`config.mk`:
```
export PLATFORM = sky130hd
export DESIGN_NAME = ffca_align
export DESIGN_NICKNAME = d
export VERILOG_FILES = /design/src/design/first_fit_coalescing_allocator_defines.svh /design/src/design/ffca_pkg.sv /design/src/design/ffca_align.sv
export SDC_FILE = /design/constraint.sdc
export NUM_CORES = 1
export LEC_CHECK = 0
export ABC_CLOCK_PERIOD_IN_PS = 2700
export BUFFER_PORTS_ARGS = -buffer_cell sky130_fd_sc_hd__buf_4
export CAP_MARGIN = 0
export CORE_ASPECT_RATIO = 0.9
export CORE_MARGIN = 3
export CORE_UTILIZATION = 30
export CTS_CLUSTER_SIZE = 10
export DETAILED_ROUTE_END_ITERATION = 10
export PLACE_DENSITY_LB_ADDON = 0.05
export SLEW_MARGIN = 20
export SYNTH_ARGS = -nofsm -noshare
export SYNTH_HDL_FRONTEND = slang
export SYNTH_SLANG_ARGS = --single-unit
```
`constraint.sdc`:
```
create_clock -name i_clk -period 2.7 [get_ports i_clk]
set_input_delay 0.27 -clock i_clk [delete_from_list [all_inputs] [get_ports i_clk]]
set_output_delay 0.27 -clock i_clk [all_outputs]
set_load 0.05 [all_outputs]
```
`src/design/first_fit_coalescing_allocator_defines.svh`:
```
// Assertion helpers shared by the allocator top level.
`ifndef FIRST_FIT_COALESCING_ALLOCATOR_DEFINES_SVH
`define FIRST_FIT_COALESCING_ALLOCATOR_DEFINES_SVH

// Same-cycle implication, clocked on i_clk, idle during reset.
`define FFCA_ASSERT_SAME(lbl, ante, cons) \
    lbl: assert property (@(posedge i_clk) disable iff (!i_rst_n) (ante) |-> (cons)) \
        else $error("ffca same-cycle check failed");

// Next-cycle implication, clocked on i_clk, idle during reset.
`define FFCA_ASSERT_NEXT(lbl, ante, cons) \
    lbl: assert property (@(posedge i_clk) disable iff (!i_rst_n) (ante) |=> (cons)) \
        else $error("ffca next-cycle check failed");

`endif

```
`src/design/ffca_pkg.sv`:
```
`default_nettype none
package ffca_pkg;

    localparam int TABLE_SLOTS_DEF = 512;
    localparam int ADDR_BITS_DEF   = 28;
    localparam int ALIGN_BYTES_DEF = 16;
    localparam int CFG_W           = 29;

    localparam logic [CFG_W-1:0] MEM_SIZE_RST = 29'd134217728;

    localparam logic OP_ALLOC = 1'b0;
    localparam logic OP_FREE  = 1'b1;

    typedef enum logic [1:0] {
        ST_OK       = 2'd0,
        ST_NOMEM    = 2'd1,
        ST_FULL     = 2'd2,
        ST_NOTFOUND = 2'd3
    } t_status;

    typedef enum logic [1:0] {
        S_IDLE,
        S_ALIGN,
        S_PASS,
        S_DONE
    } t_state;

    // Which chain tap feeds the tail once the edit point has gone by.
    typedef enum logic [1:0] {
        SH_NONE,
        SH_PREV,
        SH_NEXT1,
        SH_NEXT2
    } t_shift;

endpackage
`default_nettype wire

```
`src/design/ffca_align.sv`:
```
`default_nettype none
module ffca_align import ffca_pkg::*; #(
    parameter int ADDR_BITS   = ADDR_BITS_DEF,
    parameter int ALIGN_BYTES = ALIGN_BYTES_DEF
) (
    input  wire logic                 i_clk,
    input  wire logic                 i_rst_n,
    input  wire logic                 i_start,
    input  wire logic [ADDR_BITS-1:0] i_req,
    output logic                      o_done,
    output logic      [ADDR_BITS:0]   o_size
);

    localparam logic [ADDR_BITS:0] A_S = (ADDR_BITS+1)'(ALIGN_BYTES);
    localparam logic [ADDR_BITS:0] A_M = (ADDR_BITS+1)'(ALIGN_BYTES - 1);

    logic               r_done;
    logic [ADDR_BITS:0] r_size;
    logic [ADDR_BITS:0] sum;
    logic [ADDR_BITS:0] rnd;
    logic [ADDR_BITS:0] n_size;

    // Round up by mask (ALIGN_BYTES is a power of two); a zero request takes one unit.
    always_comb begin
        sum    = {1'b0, i_req} + A_M;
        rnd    = sum & ~A_M;
        n_size = (rnd == '0) ? A_S : rnd;
    end

    always_ff @(posedge i_clk) begin
        if (!i_rst_n) begin
            r_done <= 1'b0;
        end else begin
            r_done <= i_start;
        end
    end

    always_ff @(posedge i_clk) begin
        if (i_start) begin
            r_size <= n_size;
        end
    end

    assign o_done = r_done;
    assign o_size = r_size;

endmodule
`default_nettype wire

```
# Word-level counts from Yosys, hierarchy flattened
# Cells that the tools add are included.
# totals
regBits	30
memories	0
word_cells	5
inputBits	31
ram_bits	0
output_inout_bits	30
mem_bits_ro	0
latch_bits	0
# classes
n_eq_ne	0
magnitude_cmp	0
div_mod_pow	0
mul	0
n_mux	0
n_reduce_logical	1
add_sub_neg	1
bitwise_logic	0
n_shift	0
# ops
cell	n
adder 28 x 4 -> 29 bit (second input constant)	1
zero test 29 bit	1

# Longest topological paths before layout
# depth
word_depth	2
ltp_mapped	8
mapped_depth_nobuf	6

# Worst setup path after synthesis
# OpenSTA, ideal clock, no wires.
# synth_path
kind	in2reg
from	input port i_req[11]
to	register r_size[4], in the netlist o_size[4] (data pin)
path_slack_ns	0.175
setup_ns	0.180
t_required_ns	2.520
n_path_buf	2
cell_stages	8
t_arrival_ns	2.345
path_cell_list	buf_4 and4_4 or4b_1 buf_2 nor3_4 mux2i_1 or4_1 o41ai_2
# synth_via
elab_chain_cells	2
# synth_rtl
item	line_no	text
start: declaration	ffca_align.sv:9	input wire logic [ADDR_BITS-1:0] i_req,
adder 28 x 4 -> 29 bit	ffca_align.sv:25	sum = {1'b0, i_req} + A_M;
zero test 29 bit	ffca_align.sv:27	n_size = (rnd == '0) ? A_S : rnd;
end signal: assignment	ffca_align.sv:40	r_size <= n_size;
end: declaration	ffca_align.sv:18	logic [ADDR_BITS:0] r_size;
# No other way between the ends.
# A chain may end at the register's enable or synchronous reset.

# Final worst setup path
# Ends and elaborated chain as after synthesis.

==> reports/qor.yml <==
outcome:
  status: "completed"
cells_and_area:
  fin_nets: 221
  multi_input_area_um2: 647
  seqCellArea_um2: 771
  antennaDiodeCount: 0
  mostFrequentLayoutCells: "buf_4, edfxtp_1, xnor2_1"
  layout-drive-gt1-share: 0.376
  final_cell_area_um2: 2030
  syn_to_final_growth_pct: 39.2
  final_common_cell: "buf_4"
  fill_cells: 446
clock_network:
  cts.root.buffer_cell: "clkbuf_8"
  post_cts.repair.setup_buffers: 0
  cts_hold_buffers: 0
  clkTransAtPathRegs_ns: 0.09
  max-clock-path-buffers: 2
  cts_tree: "done"
  cts_made_buffers: 3
  cts_resized: 0
  clock-sinks: 26
  ctsHtreeMaxLevel: 1
sta:
  finalHoldViolations: 0
  min_period_ns: 2.36
  worst_slack_ns: 0.340
  rsz0062_at_grt: "no"
  relSlewSlack: 0.672
  timing.fmax_mhz: 424
  post-route-period-util: 0.874
  worst_pin_slew_ns: 0.488
  tns_ns: 0
  setup_viol: 0
  drv_slew: 0
detailed_routing:
  drt_iter0_drc: 68
  vias: 1196
  drc: 0
  viasPerCell: 4.76
  first_pass_iters: 4
  final_antenna_net_count: 0
  routed_wl_um: 3510
  wl_per_cell_um: 14.0
grt:
  grt_max_degree: 27
  track_usage: 0.126
  grt_pass1_wl_um: 5610
  antenna_found_initial: 0
  grt_overflow: 0
  grt_pass1_vias: 1163
min_path:
  min_to: "o_done"
  hold_depth: 2
  hp-class: "in2reg"
  min_from: "i_rst_n"
floorplanning:
  dieHeight_um: 72.2
  initial_core_util: 0.319
  die-area_um2: 5740
  die_width_um: 79.5
  fp-row-count: 23
  io_pins: 61
  coreArea_um2: 4580
synth:
  ys_warn_count: 0
  seq_area_frac_synth: 0.528
  synthesis.area_um2: 1460
  synth_cell_types: 32
  syn_inst: 128
  ys_seq_elements: 26
  syn_avg_cell_area_um2: 11.4
pwr:
  pwr-share-clk: 0.298
  p_sw_frac: 0.300
  combPwrFrac: 0.260
  power_leakage_nw: 0.817
  p_seq_frac: 0.443
  intPower_w: 0.000770
  p_sw_w: 0.000331
  cellPowerDensity_nw_per_um2: 542
  ir_worst_vdd_mv: 0.252
critical_path:
  end_kind: "flop"
  cp.arrival_ns: 2.46
  critPathRequiredTime_ns: 2.80
  critPathLaunchType: "input pin"
  cp_max_fo: 7
  crit_type: "in2reg"
place:
  dp_hpwl_um: 2750
  placed_cell_area_um2: 1960
  port_buffers: 56
  gp_congestion: 0.806
  pre_cts_slack_ns: 0.0518
run:
  drv_cap: 0
sequential cells by signal, summed over array words and instances (netlist names):
register / flops
o_done: 1
o_size: 25
worst max-delay path, stage by stage:
cell and delay, ns:
buf_4 0.12, and4_4 0.27, or4b_1 0.57, nor2_1 0.28, xor2_1 0.13, or4_1 0.50, o41ai_2 0.32
how the worst max path moves through the flow:
stage / endpoint / start / slack [ns] / cells after the start
4_1_cts: o_size[4] / i_req[11] / 0.34 / 7
6_report: o_size[4] / i_req[11] / 0.34 / 7
3_5_place_dp: o_size[4] / i_req[11] / 0.05 / 7
3_3_place_gp: o_size[4] / i_req[11] / 0.15 / 7
2_1_floorplan: o_size[4] / i_req[11] / 0.18 / 8
5_1_grt: o_size[4] / i_req[11] / 0.29 / 7
synthesized netlist by cell type (all sizes together):
cell type  count  area share
xor2          11       0.066
a2111o         1      0.0077
xnor2         14       0.084
nor4           4       0.017
dfxtp          1       0.014
buf            6       0.029
nand4          3       0.013
edfxtp        25        0.51
and3           4       0.017
conb           1      0.0026
o211ai         1      0.0051
nor3          10       0.042
or2            1      0.0043
nand2         11       0.028
a31oi          1      0.0043
nor2           8       0.021
or4b           1      0.0069
mux2i          2       0.014
and4           2       0.014
mux2           1      0.0077
or4            1      0.0051
a21oi          1      0.0034
or3            1      0.0043
and2           3       0.013
a221oi         1      0.0060
o41ai          2       0.022
clkbuf         1      0.0026
inv            2      0.0051
nand3          8       0.027
metrics by stage:
stage / power (W) / cells / hold slack [ns] / util
after floorplan: 0.000670 / 131 / 0.382 / -
after global placement: 0.000783 / 247 / 0.482 / 0.428
after detailed placement: 0.000784 / 247 / 0.482 / 0.428
after CTS: 0.00111 / 251 / 0.191 / 0.444
after global routing: 0.00115 / 251 / 0.184 / 0.444
final: 0.00110 / 251 / 0.197 / 0.444
power groups by stage:
| stage | logic (W) | registers [W] | clock network, W |
|---|---|---|---|
| floorplan | 0.0000573 | 0.000613 | 0 |
| global placement | 0.000287 | 0.000496 | 0 |
| detailed placement | 0.000288 | 0.000497 | 0 |
| CTS | 0.000289 | 0.000488 | 0.000338 |
| global route | 0.000302 | 0.000491 | 0.000355 |
| finish | 0.000286 | 0.000487 | 0.000327 |
cell type report:
| type | instances | share of cell area |
|---|---|---|
| clock inverters | 1 | 0.0148 |
| flip-flops and latches | 26 | 0.379 |
| clock buffers | 3 | 0.0203 |
| well taps | 62 | 0.0382 |
| multi-input cells | 96 | 0.318 |
| repair buffers | 61 | 0.225 |
| inverters | 2 | 0.00369 |
logic make-up (layout without fill, tap and decap cells):
group,Yosys count,after routing,synth area share
flip-flops,26,26,0.528
other,1,4,0.00257
multiplexers,3,3,0.0214
XOR/XNOR,25,25,0.150
AND/OR/NAND/NOR,57,57,0.213
buffers and inverters,9,67,0.0368
AO/OA/AOI/OAI,7,7,0.0488
routing by layer:
layer	global-route usage	vias up	routed length, µm
li1	-	585	-
met1	0.159	555	1530
met4	0.0324	0	31
met3	0.0447	4	314
met2	0.208	52	1640
met5	0	-	0
Note: power is estimated with default switching activity, not from simulation.
