==> config.mk <==
export PLATFORM = sky130hd
export DESIGN_NAME = ffca_cell
export DESIGN_NICKNAME = d
export VERILOG_FILES = /design/src/design/first_fit_coalescing_allocator_defines.svh /design/src/design/ffca_pkg.sv /design/src/design/ffca_cell.sv
export SDC_FILE = /design/constraint.sdc
export NUM_CORES = 1
export LEC_CHECK = 0
export ABC_AREA = 0
export CORE_MARGIN = 2
export CORE_UTILIZATION = 50
export CTS_BUF_LIST = sky130_fd_sc_hd__clkbuf_2
export DETAILED_ROUTE_END_ITERATION = 6
export DONT_BUFFER_PORTS = 1
export PLACE_DENSITY = 0.72
export SLEW_MARGIN = 30
export SYNTH_ARGS = -nofsm -noshare
export SYNTH_HDL_FRONTEND = slang
export SYNTH_SLANG_ARGS = --single-unit
==> constraint.sdc <==
create_clock -name i_clk -period 0.8 [get_ports i_clk]
set_clock_uncertainty 0.15 [all_clocks]
set_input_delay 0.08 -clock i_clk [delete_from_list [all_inputs] [get_ports i_clk]]
set_output_delay 0.08 -clock i_clk [all_outputs]
set_load 0.05 [all_outputs]
==> src/design/first_fit_coalescing_allocator_defines.svh <==
// Assertion helpers shared by the allocator top level.
`ifndef FIRST_FIT_COALESCING_ALLOCATOR_DEFINES_SVH
`define FIRST_FIT_COALESCING_ALLOCATOR_DEFINES_SVH

// Same-cycle implication, clocked on i_clk, idle during reset.
`define FFCA_ASSERT_SAME(lbl, ante, cons) \
    lbl: assert property (@(posedge i_clk) disable iff (!i_rst_n) (ante) |-> (cons)) \
        else $error("ffca same-cycle check failed");

// Next-cycle implication, clocked on i_clk, idle during reset.
`define FFCA_ASSERT_NEXT(lbl, ante, cons) \
    lbl: assert property (@(posedge i_clk) disable iff (!i_rst_n) (ante) |=> (cons)) \
        else $error("ffca next-cycle check failed");

`endif

==> src/design/ffca_pkg.sv <==
`default_nettype none
package ffca_pkg;

    localparam int TABLE_SLOTS_DEF = 512;
    localparam int ADDR_BITS_DEF   = 28;
    localparam int ALIGN_BYTES_DEF = 16;
    localparam int CFG_W           = 29;

    localparam logic [CFG_W-1:0] MEM_SIZE_RST = 29'd134217728;

    localparam logic OP_ALLOC = 1'b0;
    localparam logic OP_FREE  = 1'b1;

    typedef enum logic [1:0] {
        ST_OK       = 2'd0,
        ST_NOMEM    = 2'd1,
        ST_FULL     = 2'd2,
        ST_NOTFOUND = 2'd3
    } t_status;

    typedef enum logic [1:0] {
        S_IDLE,
        S_ALIGN,
        S_PASS,
        S_DONE
    } t_state;

    // Which chain tap feeds the tail once the edit point has gone by.
    typedef enum logic [1:0] {
        SH_NONE,
        SH_PREV,
        SH_NEXT1,
        SH_NEXT2
    } t_shift;

endpackage
`default_nettype wire

==> src/design/ffca_cell.sv <==
`default_nettype none
module ffca_cell import ffca_pkg::*; #(
    parameter int SW = 2 * ADDR_BITS_DEF + 2
) (
    input  wire logic          i_clk,
    input  wire logic          i_shift,
    input  wire logic [SW-1:0] i_d,
    output logic      [SW-1:0] o_q
);

    logic [SW-1:0] r_q;
    logic [SW-1:0] n_q;

    // Take the neighbor's slot while the chain moves, hold otherwise.
    assign n_q = i_shift ? i_d : r_q;

    always_ff @(posedge i_clk) begin
        r_q <= n_q;
    end

    assign o_q = r_q;

endmodule
`default_nettype wire

==> metrics.md, run 1 <==
| Metric | Value |
|---|---|
| Sequential element share of the synthesized area | 100% |
| Status | did not finish |
| Post-synth top cells | edfxtp_1 |
| Core Rows | 21 |
| Syn Area/Cell | 30.0 µm² |
| Async SR Flop Fraction | 0% |
| IO Pins | 118 |
| Error msg | [ERROR DPL-0033] detailed placement checks failed during check placement. |
| Mapped Area | 0.00174 mm² |
| Yosys warnings | 0 |
| Largest area contributor in the netlist | edfxtp_1 |
| #FFs+latches synth | 58 |
| Synth area leaders | edfxtp_1 |
| Count leader, synth | edfxtp_1 |
| Initial core utilization | 52.2% |
| Failing step | detailed placement (3_5_place_dp) |
| Count of cell types in the netlist | 1 |
| Synth Flop Type | edfxtp_1 |
| Die W | 63.0 µm |
| GP Congestion | 0.609 |
| Number of synthesized flops with an enable pin | 58 |
| Die height | 63.0 µm |
| Port Buffers | 0 |
| Yosys top cell area share | 100% |
| Syn Inst Count | 58 |
| Syn Nets | 118 |
==> logic make-up after synthesis <==
group | Yosys count | share of synthesized area [%]
flip-flops | 58 | 100
==> through the flow <==
step	setup TNS, ns	cells	hold WS (ns)	instance area (µm²)
floorplan	-1.78	58	0.0289	1740
global placement	0	162	0.0289	2960
==> run 2, diff against run 1 <==
--- a/config.mk
+++ b/config.mk
@@ -7,11 +7,10 @@
 export LEC_CHECK = 0
 export ABC_AREA = 0
 export CORE_MARGIN = 2
-export CORE_UTILIZATION = 50
-export CTS_BUF_LIST = sky130_fd_sc_hd__clkbuf_2
+export CORE_UTILIZATION = 35
 export DETAILED_ROUTE_END_ITERATION = 6
 export DONT_BUFFER_PORTS = 1
-export PLACE_DENSITY = 0.72
+export PLACE_DENSITY_LB_ADDON = 0.15
 export SLEW_MARGIN = 30
 export SYNTH_ARGS = -nofsm -noshare
 export SYNTH_HDL_FRONTEND = slang
==> metrics.md, run 2 <==
| Metric | Value |
|---|---|
| Vias per cell | 4.17 |
| Dpl ws | -0.0221 ns |
| Critical path endpoint category | primary output |
| Count of cell types in the netlist | 1 (unchanged) |
| CP startpoint kind | flop |
| Layout area overhead | 113% |
| Global-route wire length before repair | 6030 µm |
| Final Max Slew Viols | 0 |
| Congestion Overflow GR | 0 |
| Largest area contributor in the netlist | edfxtp_1 |
| Max_slew headroom | 90.8% |
| Tmin final | 1.16 ns |
| Multi-input combinational cell count | 0 |
| TritonCTS clock tree | yes |
| Diode count | 0 |
| Failing checks | hold timing, setup timing |
| PwrDens | 2130 mW/mm² |
| Syn Inst Count | 58 (unchanged) |
| Maximum clock rate | 862 MHz |
| Pwr Total | 7.91 mW |
| Critical Path Max Stage Delay | 0.43 ns |
| Vias in the first global route | 1,205 |
| Crit-path cells | buf_12 |
| Synth area leaders | edfxtp_1 |
| PnR worst setup slack | -0.360 ns |
| Post-cts hold buffer count | 58 |
| Count leader, synth | edfxtp_1 |
| Fin util | 78.2% |
| Maxcap violations | 0 |
| LEAKAGE | 1.43 nW |
| Syn Area/Cell | 30.0 µm² (unchanged) |
| Number of synthesized flops with an enable pin | 58 (unchanged) |
| Initial core utilization | 36.6% (-16 points) |
| Core ar. | 0.00475 mm² |
| Synth Flop Type | edfxtp_1 |
| TritonCTS buffer count | 9 |
| Async SR Flop Fraction | 0% (unchanged) |
| Delay-heaviest family, CP | flip-flops |
| GP Congestion | 0.590 (-3.1%) |
| Post-route ant nets | 0 |
| Clk sink count | 58 |
| Final-report hold violation count | 58 |
| First drt pass iteration count | 4 |
| Gr usage total | 16.5% |
| Hold WS | -0.286 ns |
| Yosys warnings | 0 (unchanged) |
| Crit-path max FO | 1 |
| Die W | 74.5 µm (+18%) |
| Crit path buf inv count | 1 |
| Max reg flops | 58 |
| Layout cells sized above 1 | 36.5% |
| Setup TNS | -19.80 ns |
| Die ar. | 0.00556 mm² |
| Arr. time, crit path | 0.93 ns |
| DR WL/cell | 16.2 µm |
| Final period util | 145% |
| CTS Root Buffer Type | clkbuf_8 |
| Syn Nets | 118 (unchanged) |
| IO Pins | 118 (unchanged) |
| Final wirelength | 4150 µm |
| VDD IR-drop max | 0.00185 V |
| Core Rows | 25 (+19%) |
| Yosys top cell area share | 100% (unchanged) |
| CP Class | flop to primary output |
| Least-Margin Pin Slew | 0.139 ns |
| Clock Pin Slew Worst Setup and Hold Paths | 0.06 ns |
| Sequential element share of the synthesized area | 100% (unchanged) |
| #FFs+latches synth | 58 (unchanged) |
| Clock Tree Buf Depth | 2 |
| Vias | 1,067 |
| Initial DRC Count | 93 |
| Most frequent cells in the layout | dlygate4sd3_1, edfxtp_1, buf_12 |
| HP Class | primary input to flop |
| # H-tree levels | 3 |
| CP required | 0.57 ns |
| Mapped Area | 0.00174 mm² (unchanged) |
| Antenna violations before repair | 0 |
| Post-cts resize count | 0 |
| Status | complete, but fails checks |
| RSZ-0062 raised after global routing | yes |
| Post-synth top cells | edfxtp_1 |
| Setup-failing EPs final | 58 |
| # DRC | 0 |
| Die height | 74.5 µm (+18%) |
| Multi-input gate area | 0 µm² |
| Port Buffers | 0 (unchanged) |
| Nets | 245 |
| CP max-delay cell | edfxtp_1 |
| Pin count of the biggest net entering global routing | 59 |
[run 2: cell counts after synthesis]
Identical to the previous run, type by type.
[run 2: cells by family after synthesis]
family / Yosys count / share of synthesized area [%]
flops: 58 / 100
[run 2: worst paths after layout]
check	start	to	slack, ns	cells past startpoint
max	o_q[13]	o_q[13]	-0.36	1
min	i_shift	o_q[17]	-0.29	0
[run 2: power by group]
part           internal (mW)  leakage, nW  switching, mW  total [mW]
combinational           1.03        0.787          0.961        1.99
sequential              3.63        0.568          0.190        3.82
clock                   1.05       0.0788           1.04        2.09
total                   5.71         1.43           2.19        7.91
[run 2: cell type report]
class	instances	area, µm²
sequential	58	1740
clock inverter	6	25.0
clock buffer	9	124
timing repair buffer	116	1740
tap	67	83.8
fill	281	1040
[run 2: repair_timing]
item | CTS | global route
hold endpoints to repair | 116 | 58
setup buffers | 0 | 0
cloned | 0 | 0
setup endpoints to repair | 58 | 58
[run 2: per-layer routing]
layer  global-route usage [%]  up-vias  share of wire, %
li1                         -      489                 -
met1                     13.9      506                29
met2                     28.7       66                57
met3                     11.7        6                12
met4                     8.33        0               1.5
met5                        0        -                 0
[run 2: stage by stage]
stage          std cells  instance area (µm²)
3_5_place_dp         183                 2990
2_1_floorplan         58                 1740
4_1_cts              256                 3720
5_1_grt              256                 3720
3_3_place_gp         183                 2990
6_report             256                 3720
No activity file was read; power rests on OpenSTA's default activity.
==> run 3, diff against run 2 <==
--- a/config.mk
+++ b/config.mk
@@ -6,12 +6,14 @@
 export NUM_CORES = 1
 export LEC_CHECK = 0
 export ABC_AREA = 0
+export CELL_PAD_IN_SITES_DETAIL_PLACEMENT = 0
+export CELL_PAD_IN_SITES_GLOBAL_PLACEMENT = 1
 export CORE_MARGIN = 2
 export CORE_UTILIZATION = 35
 export DETAILED_ROUTE_END_ITERATION = 6
 export DONT_BUFFER_PORTS = 1
 export PLACE_DENSITY_LB_ADDON = 0.15
-export SLEW_MARGIN = 30
+export SLEW_MARGIN = 5
 export SYNTH_ARGS = -nofsm -noshare
 export SYNTH_HDL_FRONTEND = slang
 export SYNTH_SLANG_ARGS = --single-unit
==> metrics.md, run 3 (synthesized netlist as in run 2, its figures left out) <==
| Metric | Value |
|---|---|
| Status | complete, but fails checks |
| Failing checks | hold timing, setup timing |
| DR WL/cell | 15.7 µm (-3.2%) |
| Fin cells | 257 (+0.39%) |
| PwrDens | 2120 mW/mm² (-0.24%) |
| Core Rows | 25 (unchanged) |
| Gr usage total | 15.6% (-0.96 points) |
| LEAKAGE | 1.43 nW (about the same) |
| Post-cts hold buffer count | 58 (unchanged) |
| Clock Tree Buf Depth | 2 (unchanged) |
| # DRC | 0 (unchanged) |
| HP Class | primary input to flop |
| Global-route wire length before repair | 5840 µm (-3.2%) |
| GP Congestion | 0.644 (+9.1%) |
| First drt pass iteration count | 4 (unchanged) |
| Multi-input combinational cell count | 0 (unchanged) |
| Layout cells sized above 1 | 35.8% (-0.72 points) |
| Vias in the first global route | 1,208 (+0.25%) |
| VDD IR-drop max | 0.00150 V (-19%) |
| Setup-failing EPs final | 58 (unchanged) |
| Most frequent cells in the layout | dlygate4sd3_1, edfxtp_1, buf_12 |
| Maxcap violations | 0 (unchanged) |
| CP Class | flop to primary output |
| # H-tree levels | 3 (unchanged) |
| Die W | 74.5 µm (unchanged) |
| Inst Count DP | 183 (unchanged) |
| Die ar. | 0.00556 mm² (unchanged) |
| Multi-input gate area | 0 µm² (unchanged) |
| Vias per cell | 4.12 (-1.0%) |
| Maximum clock rate | 860 MHz (-0.27%) |
| Die height | 74.5 µm (unchanged) |
| Origin of the worst setup path | o_q[26] |
| Final Max Slew Viols | 0 (unchanged) |
| Hold WS | -0.291 ns (-0.00564 ns) |
| TritonCTS buffer count | 9 (unchanged) |
| Final period util | 145% (+0.39 points) |
| Dpl ws | -0.0174 ns (+0.00464 ns) |
| CP startpoint kind | flop |
| Critical path endpoint category | primary output |
| Pin count of the biggest net entering global routing | 59 (unchanged) |
| Max_slew headroom | 90.9% (+0.16 points) |
| Final wirelength | 4030 µm (-2.9%) |
| Sequential cell area | 0.00174 mm² (unchanged) |
| Crit-path cells | buf_12 |
| Clock Pin Slew Worst Setup and Hold Paths | 0.06 ns (about the same) |
| Clk sink count | 58 (unchanged) |
| Layout area overhead | 114% (about the same) |
| Crit-path max FO | 1 (unchanged) |
| Pwr Total | 7.89 mW (-0.18%) |
| Tmin final | 1.16 ns (+0.00312 ns) |
| Initial DRC Count | 81 (-13%) |
| Vias | 1,060 (-0.66%) |
| CP required | 0.57 ns (about the same) |
| Post-route ant nets | 0 (unchanged) |
| Congestion Overflow GR | 0 (unchanged) |
| Port Buffers | 0 (unchanged) |
| Setup TNS | -19.76 ns (+0.0430 ns) |
| Final-report hold violation count | 58 (unchanged) |
| Antenna violations before repair | 0 (unchanged) |
| PnR worst setup slack | -0.363 ns (-0.00312 ns) |
| CP max-delay cell | edfxtp_1 |
| Arr. time, crit path | 0.93 ns (about the same) |
| CTS Root Buffer Type | clkbuf_8 |
| Core ar. | 0.00475 mm² (unchanged) |
| RSZ-0062 raised after global routing | yes |
| TritonCTS clock tree | yes |
| Diode count | 0 (unchanged) |
| Max reg flops | 58 (unchanged) |
| Nets | 245 (unchanged) |
| Fill cells | 278 (-1.1%) |
| IO Pins | 118 (unchanged) |
| Number of setup buffers added after CTS | 0 (unchanged) |
| Delay-heaviest family, CP | flip-flops |
| Crit path buf inv count | 1 (unchanged) |
| Initial core utilization | 36.6% (unchanged) |
| Worst Min Path Start | i_shift |
| Critical Path Max Stage Delay | 0.43 ns (about the same) |
| Least-Margin Pin Slew | 0.136 ns (-0.00237 ns) |
-- run 3: stage by stage --
stage / utilization (%) / cell area, µm²
4_1_cts: 78.2 / 3720
2_1_floorplan: - / 1740
3_5_place_dp: 62.8 / 2990
6_report: 78.2 / 3720
5_1_grt: 78.2 / 3720
3_3_place_gp: 62.8 / 2990
-- run 3: final timing paths --
check | end | slack [ns] | depth (start not counted)
hold / removal | o_q[22] | -0.29 | 0
setup / recovery | o_q[26] | -0.36 | 1
-- run 3: cell type report --
cell class            instances  area share (%)
Sequential cell              58            46.8
Timing Repair Buffer        116            46.8
Clock buffer                 10            3.43
Tap cell                     67            2.25
Clock inverter                6           0.639
-- run 3: repair_timing --
item                                    4_1_cts  5_1_grt
resized for setup                             0        0
hold endpoints to repair                    116       58
endpoints found under the setup margin       58       58
pin swaps                                     0        0
-- run 3: routing by layer --
metal	vias up	GRT usage [%]	part of all wire [%]
met1	482	16.4	35
met4	0	11.3	2.3
met3	11	7.59	12
met5	-	0	0
li1	492	-	-
met2	75	24.3	51
-- run 3: where the power goes --
group / switching (mW) / leakage, nW / internal (mW)
clock: 1.01 / 0.0776 / 1.06
combinational: 0.961 / 0.787 / 1.03
sequential: 0.192 / 0.568 / 3.63
total: 2.17 / 1.43 / 5.73
==> run 4, diff against run 3 <==
--- a/config.mk
+++ b/config.mk
@@ -5,14 +5,14 @@
 export SDC_FILE = /design/constraint.sdc
 export NUM_CORES = 1
 export LEC_CHECK = 0
-export ABC_AREA = 0
+export ABC_AREA = 1
 export CELL_PAD_IN_SITES_DETAIL_PLACEMENT = 0
 export CELL_PAD_IN_SITES_GLOBAL_PLACEMENT = 1
 export CORE_MARGIN = 2
 export CORE_UTILIZATION = 35
 export DETAILED_ROUTE_END_ITERATION = 6
 export DONT_BUFFER_PORTS = 1
-export PLACE_DENSITY_LB_ADDON = 0.15
+export PLACE_DENSITY = 0.67
 export SLEW_MARGIN = 5
 export SYNTH_ARGS = -nofsm -noshare
 export SYNTH_HDL_FRONTEND = slang
==> metrics.md, run 4 (synthesized netlist as in run 2, its figures left out) <==
| Metric | Value |
|---|---|
| First drt pass iteration count | 3 (-1) |
| Die ar. | 0.00556 mm² (unchanged) |
| Setup TNS | -20.47 ns (-0.711 ns) |
| Initial DRC Count | 37 (-54%) |
| DR WL/cell | 17.6 µm (+12%) |
| Switching Fraction | 26.6% (-0.88 points) |
| IO Pins | 118 (unchanged) |
| Initial core utilization | 36.6% (unchanged) |
| P_sw | 2.32 mW (+7.0%) |
| Maximum clock rate | 845 MHz (-1.7%) |
| Pin count of the biggest net entering global routing | 59 (unchanged) |
| # DRC | 0 (unchanged) |
| Post-route ant nets | 0 (unchanged) |
| Crit-path max FO | 1 (unchanged) |
| Vias | 1,072 (+1.1%) |
| Die height | 74.5 µm (unchanged) |
| Die W | 74.5 µm (unchanged) |
| Setup-failing EPs final | 58 (unchanged) |
| GP Congestion | 0.656 (+1.8%) |
| Dpl hpwl | 2660 µm |
| Delay-heaviest family, CP | flip-flops |
| Number of setup buffers added after CTS | 0 (unchanged) |
| Inst Count DP | 183 (unchanged) |
| Crit-path cells | buf_12 |
| Layout area overhead | 117% |
| Congestion Overflow GR | 0 (unchanged) |
| Fill cells | 275 (-1.1%) |
| Multi-input combinational cell count | 0 (unchanged) |
| CP required | 0.57 ns (about the same) |
| PnR worst setup slack | -0.383 ns (-0.0205 ns) |
| Clock Tree Buf Depth | 2 (unchanged) |
| Sequential Power Share | 43.9% (-4.5 points) |
| Final Max Slew Viols | 0 (unchanged) |
| CP Class | flop to primary output |
| Max reg flops | 58 (unchanged) |
| Design internal power | 6.40 mW (+12%) |
| Critical Path Max Stage Delay | 0.44 ns (about the same) |
| Fin util | 79.6% (+1.4 points) |
| TritonCTS buffer count | 9 (unchanged) |
| Nets | 245 (unchanged) |
| Failing checks | hold timing, setup timing |
| Least-Margin Pin Slew | 0.146 ns (+0.00953 ns) |
| Origin of the worst setup path | o_q[53] |
| LEAKAGE | 1.46 nW (+1.9%) |
| Layout cells sized above 1 | 38.9% (+3.2 points) |
| CP startpoint kind | flop |
| Pwr Total | 8.72 mW (+11%) |
| Port Buffers | 0 (unchanged) |
| Vias per cell | 4.17 (+1.1%) |
| HP Class | primary input to flop |
| Hold WS | -0.297 ns (-0.00570 ns) |
| Worst Min Path Start | i_shift |
| Fin cells | 257 (unchanged) |
| Gr usage total | 17.4% (+1.8 points) |
| Max_slew headroom | 90.3% (-0.63 points) |
| Diode count | 0 (unchanged) |
| Maxcap violations | 0 (unchanged) |
| Post-cts hold buffer count | 58 (unchanged) |
| Final period util | 148% (+2.6 points) |
| # H-tree levels | 3 (unchanged) |
| Clk sink count | 58 (unchanged) |
| Global-route wire length before repair | 6350 µm (+8.9%) |
| PwrDens | 2300 mW/mm² (+8.6%) |
| Antenna violations before repair | 0 (unchanged) |
| Core Rows | 25 (unchanged) |
| CP max-delay cell | edfxtp_1 |
| RSZ-0062 raised after global routing | yes |
| Tmin final | 1.18 ns (+0.0205 ns) |
| Critical path endpoint category | primary output |
| VDD IR-drop max | 0.00148 V (-0.99%) |
| Arr. time, crit path | 0.95 ns (+0.02 ns) |
| Crit path buf inv count | 1 (unchanged) |
| Most frequent cells in the layout | dlygate4sd3_1, edfxtp_1, buf_12 |
| DP Area | 0.00299 mm² (unchanged) |
| Final wirelength | 4510 µm (+12%) |
| Clock Pin Slew Worst Setup and Hold Paths | 0.07 ns (about the same) |
| CTS Root Buffer Type | clkbuf_8 |
| Core ar. | 0.00475 mm² (unchanged) |
| Status | complete, but fails checks |
| Final instance area | 0.00378 mm² (+1.8%) |
| Vias in the first global route | 1,218 (+0.83%) |
| Clock power frac | 33.2% (+6.9 points) |
| Comb pwr share | 23.0% (-2.3 points) |
| Final-report hold violation count | 58 (unchanged) |
| Multi-input gate area | 0 µm² (unchanged) |
| TritonCTS clock tree | yes |
[run 4: routing by layer]
layer	track usage, %	share of wire (%)
met1	14.6	30
met2	30.8	56
met3	13.7	13
met4	5.95	1.1
met5	0	0
[run 4: cell type report]
class	instances	area, µm²	share of cell area (%)
sequential	58	1740	46.0
timing repair buffer	116	1740	46.0
clock buffer	9	124	3.27
clock inverter	7	93.8	2.48
tap	67	83.8	2.21
[run 4: path summary, 6_finish.rpt]
path	cells past startpoint	slack, ns	end
worst min-delay path	0	-0.30	o_q[53]
worst max-delay path	1	-0.38	o_q[53]
[run 4: per-stage QoR]
stage / hold slack (ns) / worst slack, ns
3_5_place_dp: 0.0289 / -0.0220
2_1_floorplan: 0.0289 / -0.0306
4_1_cts: -0.312 / -0.406
6_report: -0.297 / -0.383
5_1_grt: -0.325 / -0.418
3_3_place_gp: 0.0289 / 0.00152
[run 4: power groups by stage]
stage               logic, mW  registers [mW]  clock network, mW
finish                   2.00            3.83               2.89
global route             2.05            3.84               3.10
CTS                      2.01            3.83               2.95
detailed placement       1.78            3.89                  0
global placement         1.78            3.88                  0
floorplan                   0            4.59                  0
[run 4: repair_timing]
| item | 4_1_cts | 5_1_grt |
|---|---|---|
| setup endpoints to repair | 58 | 58 |
| endpoints found under the hold margin | 116 | 58 |
| resized for setup | 0 | 0 |
